[config.mk]
export PLATFORM = sky130hd
export DESIGN_NAME = vsm_ram
export DESIGN_NICKNAME = d
export VERILOG_FILES = /design/src/sv/vsm_ram.sv
export SDC_FILE = /design/constraint.sdc
export NUM_CORES = 1
export LEC_CHECK = 0
export ABC_AREA = 1
export BUFFER_PORTS_ARGS = -buffer_cell sky130_fd_sc_hd__buf_2
export CORE_MARGIN = 1.5
export CORE_UTILIZATION = 61
export DETAILED_ROUTE_END_ITERATION = 8
export PLACE_DENSITY = 0.79
export SYNTH_ARGS = -nofsm -noshare
export SYNTH_HDL_FRONTEND = slang
export SYNTH_SLANG_ARGS = --single-unit
[constraint.sdc]
create_clock -name clk -period 2 [get_ports clk]
set_clock_uncertainty 0.1 [all_clocks]
set_input_delay 0.4 -clock clk [delete_from_list [all_inputs] [get_ports clk]]
set_output_delay 0.4 -clock clk [all_outputs]
set_load 0.05 [all_outputs]
[src/sv/vsm_ram.sv]
// Generic single-port RAM with registered read.
module vsm_ram #(
  parameter int WIDTH = 8,
  parameter int DEPTH = 16
) (
  input  logic                     clk,
  input  logic                     we,
  input  logic [$clog2(DEPTH)-1:0] addr,
  input  logic [WIDTH-1:0]         wdata,
  output logic [WIDTH-1:0]         rdata
);
  logic [WIDTH-1:0] mem [DEPTH];
  always_ff @(posedge clk) begin
    if (we) mem[addr] <= wdata;
    rdata <= mem[addr];
  end
endmodule

==> Word-level counts from Yosys, hierarchy flattened <==
Memories as Yosys holds them, arrays and structs flattened. A register that Yosys moved wholly into a read port is not among the register bits.
Cells that the tools add are included.
{ "totals": {"memories": 1, "ramBits": 128, "output_inout_bits": 8, "ff_bits": 0, "inputBits": 14, "wordCells": 3} }
{ "memory_table": {"columns": ["memory", "words", "word_bits", "rd", "rd_clocked_by_memory_dff", "write_ports", "line", "text"], "rows": [
  ["mem", 16, 8, 1, 1, 1, "12", "logic [WIDTH-1:0] mem [DEPTH];"]
]} }
{ "classes": {"muxes": 2} }
{ "ops": {"columns": ["cell", "n"], "rows": [
  ["1-bit two-way mux", 2]
]} }

==> Longest topological paths before layout <==
{ "logic_depth": {"ltp_word": 2, "depth_mapped": 11, "ltp_nobuf": 9} }

==> Least setup slack after synthesis <==
OpenSTA, ideal clock, no wires.
{ "synth_timing": {"path_kind": "input to register", "startpoint": "input port addr[1]", "endpoint": "memory mem[3][0] (enable)", "setup_time_ns": 0.370, "path_buffers": 2, "required_ns": 1.530, "cell_stages": 4, "arrival_ns": 1.407, "slack_ns": 0.123, "path_cell_list": "buf_2 > clkbuf_1 > nand3_1 > nor2_1"} }
{ "synth_lines": {"columns": ["element", "line", "text"], "rows": [
  ["from (decl)", "8", "input logic [$clog2(DEPTH)-1:0] addr,"],
  ["to (decl)", "12", null]
]} }
No word-level cell before the write port.

==> Worst setup path after layout <==
{ "layout_timing": {"startpoint": "register rdata[4], read port of mem", "endpoint": "output port rdata[4]"} }
{ "layout_lines": {"columns": ["element", "line", "text"], "rows": [
  ["from (decl)", "10", "output logic [WIDTH-1:0] rdata"]
]} }
No word-level cell between the ends.

==> summary.md <==
| Metric | Value |
|---|---|
| Hold Path Stages | 1 |
| Pin count of the biggest net entering global routing | 33 |
| Reg-to-reg critical path endpoint | rdata[5] |
| Number of buffers added by the clock tree synthesis step | 17 |
| Share of the synthesized area in the top cell type | 68.7% |
| Inserted Diodes | 0 |
| Number of cells upsized or downsized after cts | 0 |
| XOR/XNOR Fraction of Synth Area | 0% |
| Post-route fraction of the period consumed by the critical path | 81.1% |
| RSZ-0062 raised after global routing | no |
| Largest cells by area after synthesis | edfxtp_1 69%, nand2_1 23%, dfxtp_1 2.9% |
| CORE AREA | roughly 8800 um^2 |
| Overall die area | 9750 um^2 |
| Dominant combinational cell family by area after synthesis | simple AND/OR/NAND/NOR gates |
| Endpoints failing hold | 0 |
| Post-CTS Setup Inserts | 0 |
| Fraction of final layout cells with drive strength greater than 1 | 12.7% |
| Aggregate routed wire length | 12200 um |
| Clock period minus final worst setup slack | between 1.5 and 2 ns |
| Slowest stage delay, CP | ~0.33 ns |
| Most frequent standard cell in the layout excluding fill and tap cells | nand2_1 |
| Global-route wire length before repair | around 20000 um |
| Number of storage elements in the synthesis netlist | 136 |
| Max-capacitance violation count | 0 |
| Half-perimeter wire length after placement | ~7100 um |
| Dominant cell type by area after synthesis | edfxtp_1 |
| Via-to-Cell Ratio | ~5.4 |
| Net count, final | 606 |
| Data arrival time of the worst path | 1.12 ns |
| Hold endpoint | mem[14][0] |
| Critical path startpoint category | flop |
| Area added between synthesis and finish | 16.8% |
| Final-report setup violation count | 0 |
| Clock Sinks | roughly 140 |
| Combined area of the multi-input logic cells | 1390 um^2 |
| Last weighted congestion value of the routability-driven placer | 0.936 |
| Crit. End Element | primary output |
| Max rail drop VDD | just under 0.8 mV |
| Most frequent cells in the layout | 346 x nand2_1, 128 x edfxtp_1, 24 x buf_4, 21 x inv_1, 21 x buf_2 |
| Headroom to the max-slew limit | 73.9% |
| Maximum level of the CTS H-tree | 4 |
| Clock latency reported for the late side of the worst-skew pair | 0.53 ns |
| Violations in the final reports | DRC |
| DR DRC count | 2 |
| Count of unique library cells instantiated by Yosys | 11 |
| Clock Path Buffers | 2 |
| Power density over the cells | 1060 nW/um^2 |
| Die extent in x | about 100 um |
| Share of cell area taken by muxes after synthesis | 0% |
| DIE HEIGHT | ~100 um |
| Data required time at the worst endpoint | ~1.5 ns |
| Fill count | 578 |
| Worst Max-Slew Pin Slew | 0.392 ns |
| Number of max-slew violations in the final report | 0 |
| Worst min path class | in2reg |
| I/O Pins | 22 |
| Via count of the first global-routing pass | around 3800 |
| R2r startpoint | mem[14][5] |
| Initial DRC count | between 400 and 500 |
| Final std cells w/o fill | 713 |
| Simple logic cell fraction of the synthesized area | 24.8% |
| Biggest fanout along the worst timing path | 1 |
| Routed wire length per instance | 17.2 um |
| Cell area after synthesis | 5590 um^2 |
| Clock tree from TritonCTS | yes |
| Synth Area in Adders | 0% |
| Critical path buffers and inverters | 1 |
| Top Family by Delay on Critical Path | flip-flops |
| Crit-path slowest cell | dfxtp_1 |
| Kind of critical path | reg2out |
| Num rows | 34 |
| Min-Delay Startpoint | wdata[0] |
| Reg clk slew, reported paths | 0.06 ns |
| GRT Util Overall | around 28% |
| Register-to-register path setup slack | 0.84 ns |
| Seq. cell area | 4000 um^2 |
| Net count after synthesis | 562 |
| Compound-Gate Fraction of Synth Area | 0% |
| Yosys warning count | 0 |
| CTS Hold Buffers Added | 0 |
| Syn Inst Count | roughly 550 |
| Seq/Total Area, Yosys | between 70% and 80% |
| Overflow after GRT | 0 |
| Crit-path cells | buf_2 |
| Result of the run | finished, violations left |
| Mapped Avg Cell Area | 10.2 um^2 |
| Worst reg2reg path depth | 8 |
| Number of nets with antenna violations after routing | 0 |
| Count of input and output buffers | 21 |
| Sum Neg Setup Slack | 0 ns |
| Number of antenna violations at the first check in global routing | 0 |
| Maximum clock rate | between 0.6 and 0.7 GHz |
| DRT Pass-1 Iters | 8 |
| Starting utilization of the core area | 63.5% |
| Number of vias after detailed routing | 3862 |
| Total power | 6.89 mW |
| Total placed cells including tap cells | 681 |
| Root Buffer | clkbuf_8 |
| Static Leakage | 2.85 nW |
-- report_power, final --
| group | leakage, nW | internal (mW) | switching, mW |
|---|---|---|---|
| clock network | 0.286 | 2.03 | 1.20 |
| logic | 1.34 | 0.113 | 0.340 |
| registers | 1.22 | 3.19 | 0.0183 |
-- metrics by stage --
stage | cell area (um^2) | hold slack [ns] | utilization, % | setup slack [ns]
floorplan | 5590 | 0.399 | - | 0.123
global placement | 5920 | 0.587 | 67.2 | 0.307
detailed placement | 5920 | 0.583 | 67.2 | 0.287
CTS | 6530 | 0.181 | 74.2 | 0.349
global route | 6530 | 0.176 | 74.2 | 0.341
finish | 6530 | 0.192 | 74.2 | 0.378
-- per-layer routing --
layer,vias up,share of wire (%),global-route usage [%]
met5,-,0,0
met4,0,2.3,11.2
met3,30,8.8,8.16
met2,216,50,45.1
met1,1777,39,35.8
li1,1839,-,-
-- area by class of cell --
type                    count  area share, %
clock inverters            14           3.03
repair buffers             46           4.67
well taps                 108           2.07
inverters                  23           1.32
multi-input cells         368           21.2
clock buffers              18           6.40
flip-flops and latches    136           61.3
-- registers in the layout, indices dropped and copies added, names as in the netlist --
register / flops
mem: 128
rdata: 8
-- Yosys cell counts, drive strengths merged --
library cell,n
buf,18
clkbuf,3
clkinv,1
dfxtp,8
edfxtp,128
inv,22
nand2,346
nand3,4
nor2,18
-- cells by family (layout without fill, tap and decap cells) --
group / after synthesis / count (layout)
buffers and inverters: 44 / 101
DFF: 136 / 136
and+or+nand+nor: 368 / 368
-- how the worst max path moves through the flow --
stage | end | slack [ns] | from | cells past startpoint
3_5_place_dp | rdata[5] | 0.29 | addr[0] | 11
5_1_grt | rdata[4] | 0.34 | rdata[4] | 1
6_report | rdata[4] | 0.38 | rdata[4] | 1
2_1_floorplan | mem[3][0] | 0.12 | addr[1] | 4
4_1_cts | rdata[4] | 0.35 | rdata[4] | 1
3_3_place_gp | rdata[0] | 0.31 | addr[0] | 11
No activity file was read; power rests on OpenSTA's default activity.
